## src/rtl/core/bffa_pkg.sv

```systemverilog
package bffa_pkg;

  localparam int MAP_BITS  = 8192;
  localparam int WORD_BITS = 64;
  localparam int MAP_WORDS = MAP_BITS / WORD_BITS;
  localparam int BIT_AW    = $clog2(WORD_BITS);
  localparam int WORD_AW   = $clog2(MAP_WORDS);
  localparam int NUM_W     = 14;

  localparam logic [NUM_W-1:0] MAP_BITS_N = NUM_W'(MAP_BITS);
  localparam logic [NUM_W-1:0] COUNT_MAX  = {NUM_W{1'b1}};

  typedef enum logic [1:0] {
    ST_OK    = 2'd0,
    ST_FULL  = 2'd1,
    ST_RANGE = 2'd2
  } status_t;

  typedef enum logic {
    KIND_ALLOC = 1'b0,
    KIND_FREE  = 1'b1
  } kind_t;

  typedef struct packed {
    logic             kind;
    logic [NUM_W-1:0] number;
  } in_beat_t;

  typedef struct packed {
    status_t          status;
    logic [NUM_W-1:0] allocated;
    logic [NUM_W-1:0] used_count;
  } out_beat_t;

  typedef struct packed {
    logic                 we;
    logic [WORD_AW-1:0]   waddr;
    logic [WORD_BITS-1:0] wdata;
    logic                 re;
    logic [WORD_AW-1:0]   raddr;
  } ram_req_t;

endpackage

```

## src/rtl/core/bffa_scan.sv

```systemverilog
module bffa_scan (
  input  logic [bffa_pkg::WORD_BITS-1:0] free_bits,
  output logic                           found,
  output logic [bffa_pkg::BIT_AW-1:0]    idx
);

  import bffa_pkg::*;

  logic [WORD_BITS-1:0] lowest;

  // isolate the lowest set bit, then encode the one-hot word
  assign lowest = free_bits & (~free_bits + WORD_BITS'(1));
  assign found  = |free_bits;

  always_comb begin
    idx = '0;
    for (int i = 0; i < WORD_BITS; i++) begin
      if (lowest[i]) begin
        idx = idx | BIT_AW'(i);
      end
    end
  end

endmodule

```

## src/rtl/core/bffa_seq.sv

```systemverilog
module bffa_seq (
  input  logic                           clk,
  input  logic                           rst_n,
  input  logic                           in_valid,
  output logic                           in_ready,
  input  bffa_pkg::in_beat_t             in_data,
  output logic                           out_valid,
  input  logic                           out_ready,
  output bffa_pkg::out_beat_t            out_data,
  input  logic                           cfg_we,
  input  logic [bffa_pkg::NUM_W-1:0]     cfg_wdata,
  output bffa_pkg::ram_req_t             ram_req,
  input  logic [bffa_pkg::WORD_BITS-1:0] ram_rdata
);

  import bffa_pkg::*;

  typedef enum logic [2:0] {
    S_IDLE,
    S_SCAN,
    S_FREE_RD,
    S_FREE_WR,
    S_DONE
  } state_t;

  state_t               state_r;
  logic [NUM_W-1:0]     limit_r;
  logic [NUM_W-1:0]     lim_r;
  logic [NUM_W-1:0]     number_r;
  logic [WORD_AW:0]     issue_w_r;
  logic                 chk_v_r;
  logic [WORD_AW-1:0]   chk_w_r;
  logic [MAP_WORDS-1:0] valid_r;
  logic                 vld_rd_r;
  logic [NUM_W-1:0]     in_use_r;
  out_beat_t            res_r;
  logic                 out_valid_r;
  out_beat_t            out_data_r;

  logic [NUM_W-1:0]     eff_lim;
  logic [WORD_BITS-1:0] word;
  logic [NUM_W-1:0]     base;
  logic [NUM_W-1:0]     rem;
  logic [NUM_W-1:0]     next_base;
  logic                 last_word;
  logic [WORD_BITS-1:0] lim_mask;
  logic [WORD_BITS-1:0] free_bits;
  logic                 scan_found;
  logic [BIT_AW-1:0]    scan_idx;
  logic [NUM_W-1:0]     fidx;
  logic [WORD_AW-1:0]   f_word;
  logic [BIT_AW-1:0]    f_bit;
  logic [NUM_W-1:0]     cnt_inc;
  logic [NUM_W-1:0]     cnt_dec;

  assign eff_lim = (limit_r > MAP_BITS_N) ? MAP_BITS_N : limit_r;

  // a word never written since reset reads as all free
  assign word = vld_rd_r ? ram_rdata : '0;

  assign base      = NUM_W'({chk_w_r, {BIT_AW{1'b0}}});
  assign rem       = lim_r - base;
  assign next_base = NUM_W'({({1'b0, chk_w_r} + (WORD_AW+1)'(1)), {BIT_AW{1'b0}}});
  assign last_word = (next_base >= lim_r) || (chk_w_r == WORD_AW'(MAP_WORDS - 1));
  assign lim_mask  = (rem >= NUM_W'(WORD_BITS)) ? '1
                   : ((WORD_BITS'(1) << rem[BIT_AW-1:0]) - WORD_BITS'(1));
  assign free_bits = ~word & lim_mask;

  bffa_scan u_scan (
    .free_bits (free_bits),
    .found     (scan_found),
    .idx       (scan_idx)
  );

  assign fidx   = number_r - NUM_W'(1);
  assign f_word = fidx[BIT_AW +: WORD_AW];
  assign f_bit  = fidx[BIT_AW-1:0];

  assign cnt_inc = (in_use_r < COUNT_MAX) ? in_use_r + NUM_W'(1) : in_use_r;
  assign cnt_dec = (in_use_r != '0) ? in_use_r - NUM_W'(1) : in_use_r;

  always_comb begin
    ram_req       = '0;
    ram_req.waddr = chk_w_r;
    ram_req.raddr = issue_w_r[WORD_AW-1:0];
    ram_req.wdata = word | (WORD_BITS'(1) << scan_idx);
    case (state_r)
      S_SCAN: begin
        ram_req.re = !issue_w_r[WORD_AW];
        ram_req.we = chk_v_r && scan_found;
      end
      S_FREE_RD: begin
        ram_req.re    = 1'b1;
        ram_req.raddr = f_word;
      end
      S_FREE_WR: begin
        ram_req.we    = 1'b1;
        ram_req.waddr = f_word;
        ram_req.wdata = word & ~(WORD_BITS'(1) << f_bit);
      end
      default: begin
      end
    endcase
  end

  assign in_ready  = (state_r == S_IDLE);
  assign out_valid = out_valid_r;
  assign out_data  = out_data_r;

  always_ff @(posedge clk) begin
    if (!rst_n) begin
      state_r     <= S_IDLE;
      limit_r     <= MAP_BITS_N;
      valid_r     <= '0;
      in_use_r    <= '0;
      out_valid_r <= 1'b0;
      chk_v_r     <= 1'b0;
      issue_w_r   <= '0;
    end else begin
      if (cfg_we) begin
        limit_r <= cfg_wdata;
      end
      if (ram_req.re) begin
        vld_rd_r <= valid_r[ram_req.raddr];
      end
      if (ram_req.we) begin
        valid_r[ram_req.waddr] <= 1'b1;
      end
      // in S_DONE the state machine below decides the output valid
      if (out_valid_r && out_ready && state_r != S_DONE) begin
        out_valid_r <= 1'b0;
      end

      case (state_r)
        S_IDLE: begin
          if (in_valid) begin
            lim_r          <= eff_lim;
            number_r       <= in_data.number;
            issue_w_r      <= '0;
            chk_v_r        <= 1'b0;
            res_r.allocated  <= '0;
            res_r.used_count <= in_use_r;
            if (in_data.kind == KIND_ALLOC) begin
              if (eff_lim == '0) begin
                res_r.status <= ST_FULL;
                state_r      <= S_DONE;
              end else begin
                state_r <= S_SCAN;
              end
            end else if (in_data.number == '0 || in_data.number > eff_lim) begin
              res_r.status <= ST_RANGE;
              state_r      <= S_DONE;
            end else begin
              state_r <= S_FREE_RD;
            end
          end
        end
        S_SCAN: begin
          // keep one read in flight, check the word returned last cycle
          chk_v_r <= ram_req.re;
          chk_w_r <= issue_w_r[WORD_AW-1:0];
          if (ram_req.re) begin
            issue_w_r <= issue_w_r + (WORD_AW+1)'(1);
          end
          if (chk_v_r) begin
            if (scan_found) begin
              res_r.status     <= ST_OK;
              res_r.allocated  <= NUM_W'({chk_w_r, scan_idx}) + NUM_W'(1);
              res_r.used_count <= cnt_inc;
              in_use_r         <= cnt_inc;
              state_r          <= S_DONE;
            end else if (last_word) begin
              res_r.status <= ST_FULL;
              state_r      <= S_DONE;
            end
          end
        end
        S_FREE_RD: begin
          state_r <= S_FREE_WR;
        end
        S_FREE_WR: begin
          res_r.status     <= ST_OK;
          res_r.used_count <= cnt_dec;
          in_use_r         <= cnt_dec;
          state_r          <= S_DONE;
        end
        S_DONE: begin
          // hold the result until the output register frees up
          if (!out_valid_r || out_ready) begin
            out_data_r  <= res_r;
            out_valid_r <= 1'b1;
            state_r     <= S_IDLE;
          end
        end
        default: begin
          state_r <= S_IDLE;
        end
      endcase
    end
  end

endmodule

```

## config.mk

```make
export PLATFORM = sky130hd
export DESIGN_NAME = bffa_seq
export DESIGN_NICKNAME = d
export VERILOG_FILES = /design/src/rtl/core/bffa_pkg.sv /design/src/rtl/core/bffa_scan.sv /design/src/rtl/core/bffa_seq.sv
export SDC_FILE = /design/constraint.sdc
export NUM_CORES = 1
export LEC_CHECK = 0
export BUFFER_PORTS_ARGS = -buffer_cell sky130_fd_sc_hd__buf_2
export CAP_MARGIN = 20
export CORE_AREA = 3 3 216 218
export CTS_CLUSTER_SIZE = 25
export DETAILED_ROUTE_END_ITERATION = 8
export DIE_AREA = 0 0 219 221
export PLACE_DENSITY_LB_ADDON = 0.12
export SLEW_MARGIN = 20
export SYNTH_ARGS = -nofsm -noshare
export SYNTH_HDL_FRONTEND = slang
export SYNTH_SLANG_ARGS = --single-unit
```

## constraint.sdc

```tcl
create_clock -name clk -period 6.78 [get_ports clk]
set_clock_uncertainty 0.15 [all_clocks]
set_input_delay 0 -clock clk [delete_from_list [all_inputs] [get_ports clk]]
set_output_delay 0 -clock clk [all_outputs]
set_load 0.05 [all_outputs]
```

==> results of run 1 <==
[state kept, by name (all words and copies together) (netlist names)]
signal,count
chk_v_r,1
chk_w_r,7
in_use_r,14
issue_w_r,8
lim_r,14
limit_r,14
number_r,13
out_data,30
out_valid,1
res_r,30
state_r,3
valid_r,128
vld_rd_r,1
[report_power, final]
part / switching, mW / internal (mW) / leakage [nW]
registers: 0.0553 / 1.73 / 2.26
clock network: 0.670 / 0.999 / 0.499
logic: 0.930 / 0.381 / 5.37
[what timing repair did]
| action | in CTS | in global routing |
|---|---|---|
| endpoints found under the setup margin | 2 | 64 |
| pin swaps | 0 | 2 |
| gates cloned | 0 | 0 |
| endpoints found under the hold margin | 55 | 0 |
| hold buffers | 46 | 0 |
| setup buffers | 0 | 2 |
| gates resized for setup | 2 | 18 |
[layout by cell type, fill, tap and decap left out, types with 14 or more instances in the layout]
master | synthesis | final
a32oi_1 | 38 | 36
nor2b_1 | 21 | 21
a21oi_1 | 136 | 134
nand3b_1 | 19 | 19
xnor2_1 | 29 | 29
clkbuf_16 | 0 | 31
or3_1 | 15 | 15
nand2_1 | 213 | 210
dlygate4sd3_1 | 0 | 46
o21ai_1 | 40 | 41
a211oi_1 | 16 | 15
a32o_1 | 14 | 14
o22ai_1 | 14 | 14
nand2b_1 | 15 | 15
inv_1 | 58 | 58
o21a_1 | 83 | 83
o31ai_1 | 17 | 16
and2_1 | 21 | 21
xor2_1 | 20 | 20
dfxtp_1 | 169 | 169
o211ai_1 | 54 | 54
nand3_1 | 66 | 66
nor2_1 | 302 | 299
a31oi_1 | 16 | 16
buf_2 | 42 | 200
ha_1 | 42 | 41
edfxtp_1 | 95 | 95
buf_4 | 6 | 102
mux4_2 | 32 | 32
nor4_1 | 32 | 24
o21ai_0 | 104 | 103
nand4_1 | 32 | 32
mux2i_1 | 31 | 30
and3_1 | 21 | 21
nor3_1 | 41 | 40
[logic make-up (layout without fill, tap and decap cells)]
family	after synthesis	count (layout)	share of synthesized area, %
AOI/OAI and AO/OA	650	650	24.8
xor gates and xnor gates	49	49	2.41
adders and majority gates	43	43	3.06
buffers and inverters	194	476	4.56
DFF	264	264	35.0
muxes	71	71	6.29
other	0	1	0
and+or+nand+nor	869	869	23.9
[final cells by class]
type                    instances  area [sq um]  area share, %
inverters                      62           235           1.09
diodes                          1          2.50         0.0115
clock inverters                15           189          0.872
repair buffers                360          2450           11.3
well taps                     600           751           3.46
multi-input cells            1682         11000           50.6
flip-flops and latches        264          6240           28.8
clock buffers                  39           846           3.90
[layer usage]
layer  up-vias  global-route usage, %  part of all wire, %
met5         -                      0                    0
met4         0                   8.45                  3.1
met3       129                   5.53                  8.0
met2       912                   46.1                   43
met1      9123                   47.1                   46
li1       8500                      -                    -
[per-stage QoR]
step | TNS [ps] | total power [mW] | worst slack (ps) | hold slack (ps)
finish | 0 | 4.77 | 169 | 38.9
global route | -1.75 | 4.95 | -1.75 | 37.8
CTS | 0 | 4.77 | 4.59 | 6.20
detailed placement | 0 | 3.07 | 549 | 83.3
global placement | 0 | 3.08 | 516 | 81.2
floorplan | 0 | 2.62 | 636 | -51.1
[worst min path at each step]
stage | startpoint | endpoint | slack (ps)
global placement | in_data[10] | number_r[10]$_DFFE_PP_ | 80
global route | in_data[7] | number_r[7]$_DFFE_PP_ | 40
finish | in_data[6] | number_r[6]$_DFFE_PP_ | 40
floorplan | in_data[0] | number_r[0]$_DFFE_PP_ | -50
detailed placement | in_data[10] | number_r[10]$_DFFE_PP_ | 80
CTS | in_data[9] | number_r[9]$_DFFE_PP_ | 6
==> metrics.txt, run 1 <==
Synth area leaders=dfxtp_1, edfxtp_1, nor2_1, nand2_1, mux4_2; Stages on worst setup path=20; Worst Path Max Fanout=12; worst-margin pin slew=1160 ps; ys flop type=dfxtp_1; antenna viol nets, final=0; CP delay by family, top=simple AND/OR/NAND/NOR gates; initial cell density of the core=39.6%; PwrDens=220 nW/um^2; count leader, synth=nor2_1; max_cap viols=0; Tot GR Track Use=31.3%; Post-synth EDFFs=95; area of the core=45100 sq um; critical path launch point type=register; placed cell count=2920; CP most frequent cell=buf_4; Reg2Reg Depth=22; row count=78; post-synth net total=2281; DP HPWL=61800 um; number of warnings issued by yosys=0; worst-path cell chain=ha_1 -> fa_1 -> nand2b_1 -> a21oi_1 -> mux2i_2 -> o211ai_4 -> or4_4 -> a2111oi_4 -> nand3_2 -> buf_4 -> nor3_1 -> o21ai_0 -> o211ai_2 -> nor3_1 -> buf_4 -> nor3b_2 -> nand2_1 -> buf_4 -> o21ai_1 -> buf_2; vias in the first global route=17700; Hold/Removal Path Class=in2reg; share of the synthesized area in the top cell type=19.0%; clk buf depth=3; final cell count without fillers=3023; CP arrival=6460 ps; 1st-pass router iterations=5; die extent in y=221 um; GRT overflow=0; Sink Count=264; Final Critical Period=6610 ps; Area after DPL=20100 sq um; RePlAce Congestion=1.01; Critical Path End=ram_req[44]; number of port buffers=209; Reg-to-Reg Start=lim_r[3]$_DFFE_PP_; Worst path slowest cell=or4_4; worst hold path depth=2; Seq/Total Area, Yosys=35.0%; Final nets=2540; flop2flop setup slack=820 ps; CTS tree=built; DR vias/cell=6.17; Routed WL=78200 um; fin util=48.1%; Slew headroom=22.1%; Worst-path clk slew=60 ps; slowest stage delay, CP=620 ps; initial drt markers=1862; post-synthesis async set-or-reset flop share=0%; status=finished, final reports clean; fillcell total=4415; Mapped Cells=2140; WP data required=6630 ps; LEAKAGE=8.13 nW; share of cells above drive strength 1=19.9%; CP bufs+invs=4; Final Instance Area=21700 sq um; max-slew violation count=0; #FFs+latches synth=264; drt wl/cell=25.9 um; # H-tree levels=1; reg2reg end=res_r[26]$_SDFFCE_PN0P_; chip width=219 um; RSZ-0062 raised after global routing=yes; CTS buffer count=29; CP Launch Point=chk_w_r[0]$_DFFE_PP_; Mapped Area=17800 sq um; period utilization=97.5%; Max IR drop VDD=0.000199 V; I/O pins=210; final setup vio count=0; first-pass GRT wire length=116000 um; DRC Markers=0; endpoints failing hold=0; die area=48400 sq um; Syn-to-layout area delta=21.5%; endpoint type of the worst setup path=primary output; antenna violations before repair=1; clock network latency to the later pin of the worst-skew pair=580 ps; Post-synth top cells=nor2_1, nand2_1, dfxtp_1; Post-Syn Area per Cell=8.33 sq um; Max Clk Rate=151 MHz; CP Class=reg2out; largest area contributor in the synthesized netlist=dfxtp_1; largest net degree at the start of global routing=94; Distinct cells, synth=101; clock root buffer=clkbuf_16; Vias=18700
Power figures use the tool's default switching activity.
==> run 2, diff against run 1 <==
- ABC_AREA: unset -> 1
- CORE_AREA: 3 3 216 218 -> 3 3 234 236
- DIE_AREA: 0 0 219 221 -> 0 0 237 239
==> run 2 against run 1 <==
Sequential share of layout area decreased by 2.9 points. Final cell count increased by 37%. Register-to-register slack improved by 290 ps. Global-route usage decreased by 0.11 points. Clock power decreased by 4%. Routed wire length increased by 17%. Sequential power increased by 4%. Critical path depth increased by 6. Synthesized cell count increased by 52%. Clock-buffer cell count increased by 4. Synthesized area increased by 18%. Total power increased by 22%. Largest cell class unchanged. Highest routed layer is now met5.
==> metrics.txt, run 2 <==
CP Class=reg2out; CP Launch Point=lim_r[0]$_DFFE_PP_; most flop-heavy register=valid_r; placed cell count=4065 (+39%); clk buf depth=3 (unchanged); clock network latency to the later pin of the worst-skew pair=570 ps (about the same); max_cap viols=0 (unchanged); period utilization=92.3% (-5.2 points); DRC Markers=0 (unchanged); I/O pins=210 (unchanged); Worst-path clk slew=60 ps (about the same); initial drt markers=2061 (+11%); number of flip-flops under the largest register name=128 (unchanged); Final Critical Period=6260 ps (-351 ps); count leader, synth=nand2_1; max-slew violation count=0 (unchanged); largest area contributor in the synthesized netlist=dfxtp_1; TNS Setup=0 ps (unchanged); Max IR drop VDD=0.000211 V (+5.8%); endpoint type of the worst setup path=primary output; postcts setup bufs=0 (unchanged); ys flop type=dfxtp_1; CP arrival=6110 ps (-350 ps); endpoints failing hold=0 (unchanged); DP HPWL=72500 um (+17%); hold wc startpoint=in_data[4]; Slew headroom=27.4% (+5.3 points); worst-margin pin slew=1070 ps (-91.3 ps); Vias=23400 (+26%); chip width=237 um (+8.2%); DR vias/cell=5.64 (-8.6%); Syn-to-layout area delta=14.2%; final cell count without fillers=4154 (+37%); share of the synthesized area in the top cell type=16.0% (-3.0 points); CTS buffer count=30 (+3.4%); die area=56600 sq um (+17%); RSZ-0062 raised after global routing=no; antenna violations before repair=4 (+3); Mapped Cells=3247 (+52%); Mapped Area=21100 sq um (+18%); Routed WL=91200 um (+17%); largest net degree at the start of global routing=90 (-4.3%); Max Clk Rate=160 MHz (+5.6%); critical path launch point type=register; RePlAce Congestion=1.03 (+1.9%); met2 usage=54.8% (+8.7 points); # H-tree levels=1 (unchanged); post-synthesis async set-or-reset flop share=0% (unchanged); most common cell after layout, fill and taps aside=nand2_1; final setup vio count=0 (unchanged); Hold/Removal Path Class=in2reg; row count=84 (+7.7%); post-synth net total=3388 (+49%); Most Crowded Layer GR=met2; number of warnings issued by yosys=0 (unchanged); die extent in y=239 um (+8.1%); LEAKAGE=11.4 nW (+40%); Tot GR Track Use=31.2% (-0.11 points); Antenna Diode Count=0 (-1); WP data required=6630 ps (about the same); 1st-pass router iterations=5 (unchanged); Worst Path Max Fanout=8 (-4); Post-Syn Area per Cell=6.51 sq um (-22%); drt wl/cell=22.0 um (-15%); most frequent cells in the layout=nand2_1, nor2_1, inv_1, nand3_1, buf_2; PwrDens=241 nW/um^2 (+9.6%); GRT overflow=0 (unchanged); first-pass GRT wire length=136000 um (+17%); Final nets=3584 (+41%); status=finished, final reports clean; fillcell total=5540 (+25%); Seq/Total Area, Yosys=29.5% (-5.5 points); share of cells above drive strength 1=16.7% (-3.2 points); clock root buffer=clkbuf_16; met1 usage=38.0% (-9.1 points); vias in the first global route=22700 (+29%); Post-synth EDFFs=95 (unchanged); Post-synth top cells=nand2_1, nor2_1, inv_1; GR Layer Usage met3=4.26% (-1.3 points); Sink Count=264 (unchanged); #FFs+latches synth=264 (unchanged); initial cell density of the core=40.1% (+0.57 points); Distinct cells, synth=64 (-37%); Reg-to-Reg Start=chk_w_r[0]$_DFFE_PP_; antenna viol nets, final=0 (unchanged); CTS tree=built; number of port buffers=209 (unchanged); Synth area leaders=dfxtp_1, edfxtp_1, nand2_1, nor2_1, inv_1; area of the core=52700 sq um (+17%)
run 2: cell count changes in the layout (fill, tap and decap cells not counted), sizes merged, moves of 38 or more:
cell / previous run / this run
nand2: 213 / 750
nor2: 303 / 696
inv: 62 / 385
nand3: 68 / 260
nand4: 33 / 121
o21a: 83 / 0
buf: 313 / 246
o22ai: 14 / 70
a21oi: 136 / 184
o211ai: 56 / 8
a32oi: 38 / 0
run 2: final timing paths:
| path | end | cells after the start | slack, ps |
|---|---|---|---|
| worst min-delay path | number_r[4]$_DFFE_PP_ | 2 | 50 |
| worst max register to register | state_r[0]$_SDFFE_PN0P_ | 26 | 1110 |
| worst max-delay path | ram_req[45] | 26 | 520 |
| worst min register to register | out_data[16]$_DFFE_PP_ | 0 | 270 |
run 2: area by class of cell:
type                       count  area, sq um  area share [%]
inverter                     388         1470            6.11
multi-input combinational   2478        12900            53.3
timing repair buffer         281         1710            7.07
tap                          688          861            3.57
clock inverter                12          115           0.477
clock buffer                  43          872            3.61
sequential                   264         6240            25.8
run 2: kinds of logic (layout without fill, tap and decap cells):
group	after synthesis	after routing	share of synthesized area [%]
simple gates	1932	1932	43.1
buf+inv	505	724	9.86
compound gates	486	486	14.3
flops	264	264	29.5
fa+ha+maj	43	43	2.58
xor+xnor	17	17	0.705
run 2: worst max-delay path, cell delays in order (launching register included):
cell and delay, ps:
edfxtp_1 600, inv_2 140, nor2_2 320, nand4_1 230
ha_1 320, nand3_1 130, xor2_1 190, nand4_1 100
nand2_1 180, nand2_2 120, nor2_1 170, nand2_1 130
nor2_4 150, nand2_1 90, nor2_2 200, nand4_1 200
nor2_2 240, nand3_1 120, nand2_1 140, nor2_1 70
nand2_2 120, ha_1 180, nand2_1 190, nor2_1 380
nand2_1 180, o22ai_1 330, buf_2 340
run 2: per-stage QoR:
step           setup WS, ps  hold slack (ps)  area, sq um  utilization, %  total power, mW
2_1_floorplan          1600            -51.1        21100               -             3.46
4_1_cts                 172             29.8        24100            45.8             5.83
3_3_place_gp            890             85.5        22800            43.2             4.18
3_5_place_dp            807             84.9        22800            43.2             4.19
6_report                520             52.8        24100            45.8             5.82
5_1_grt                80.0             60.3        24100            45.8             6.13
run 2: metal layers:
layer | wire (um) | part of all wire [%] | up-vias
met3 | 6240 | 6.8 | 230
met2 | 43800 | 48 | 1016
met5 | 23 | 0.025 | -
met1 | 36700 | 40 | 11000
met4 | 4550 | 5.0 | 4
li1 | - | - | 11200
run 2: power by group:
part	internal, mW	total [mW]	switching, mW
logic	0.576	2.34	1.76
clock network	0.965	1.61	0.646
registers	1.80	1.87	0.0738
total	3.34	5.82	2.48
run 2: repair_timing:
action                                  CTS  global route
gates resized for setup                   0             9
hold buffers                             34             0
endpoints found under the hold margin   109             0
endpoints found under the setup margin    0            12
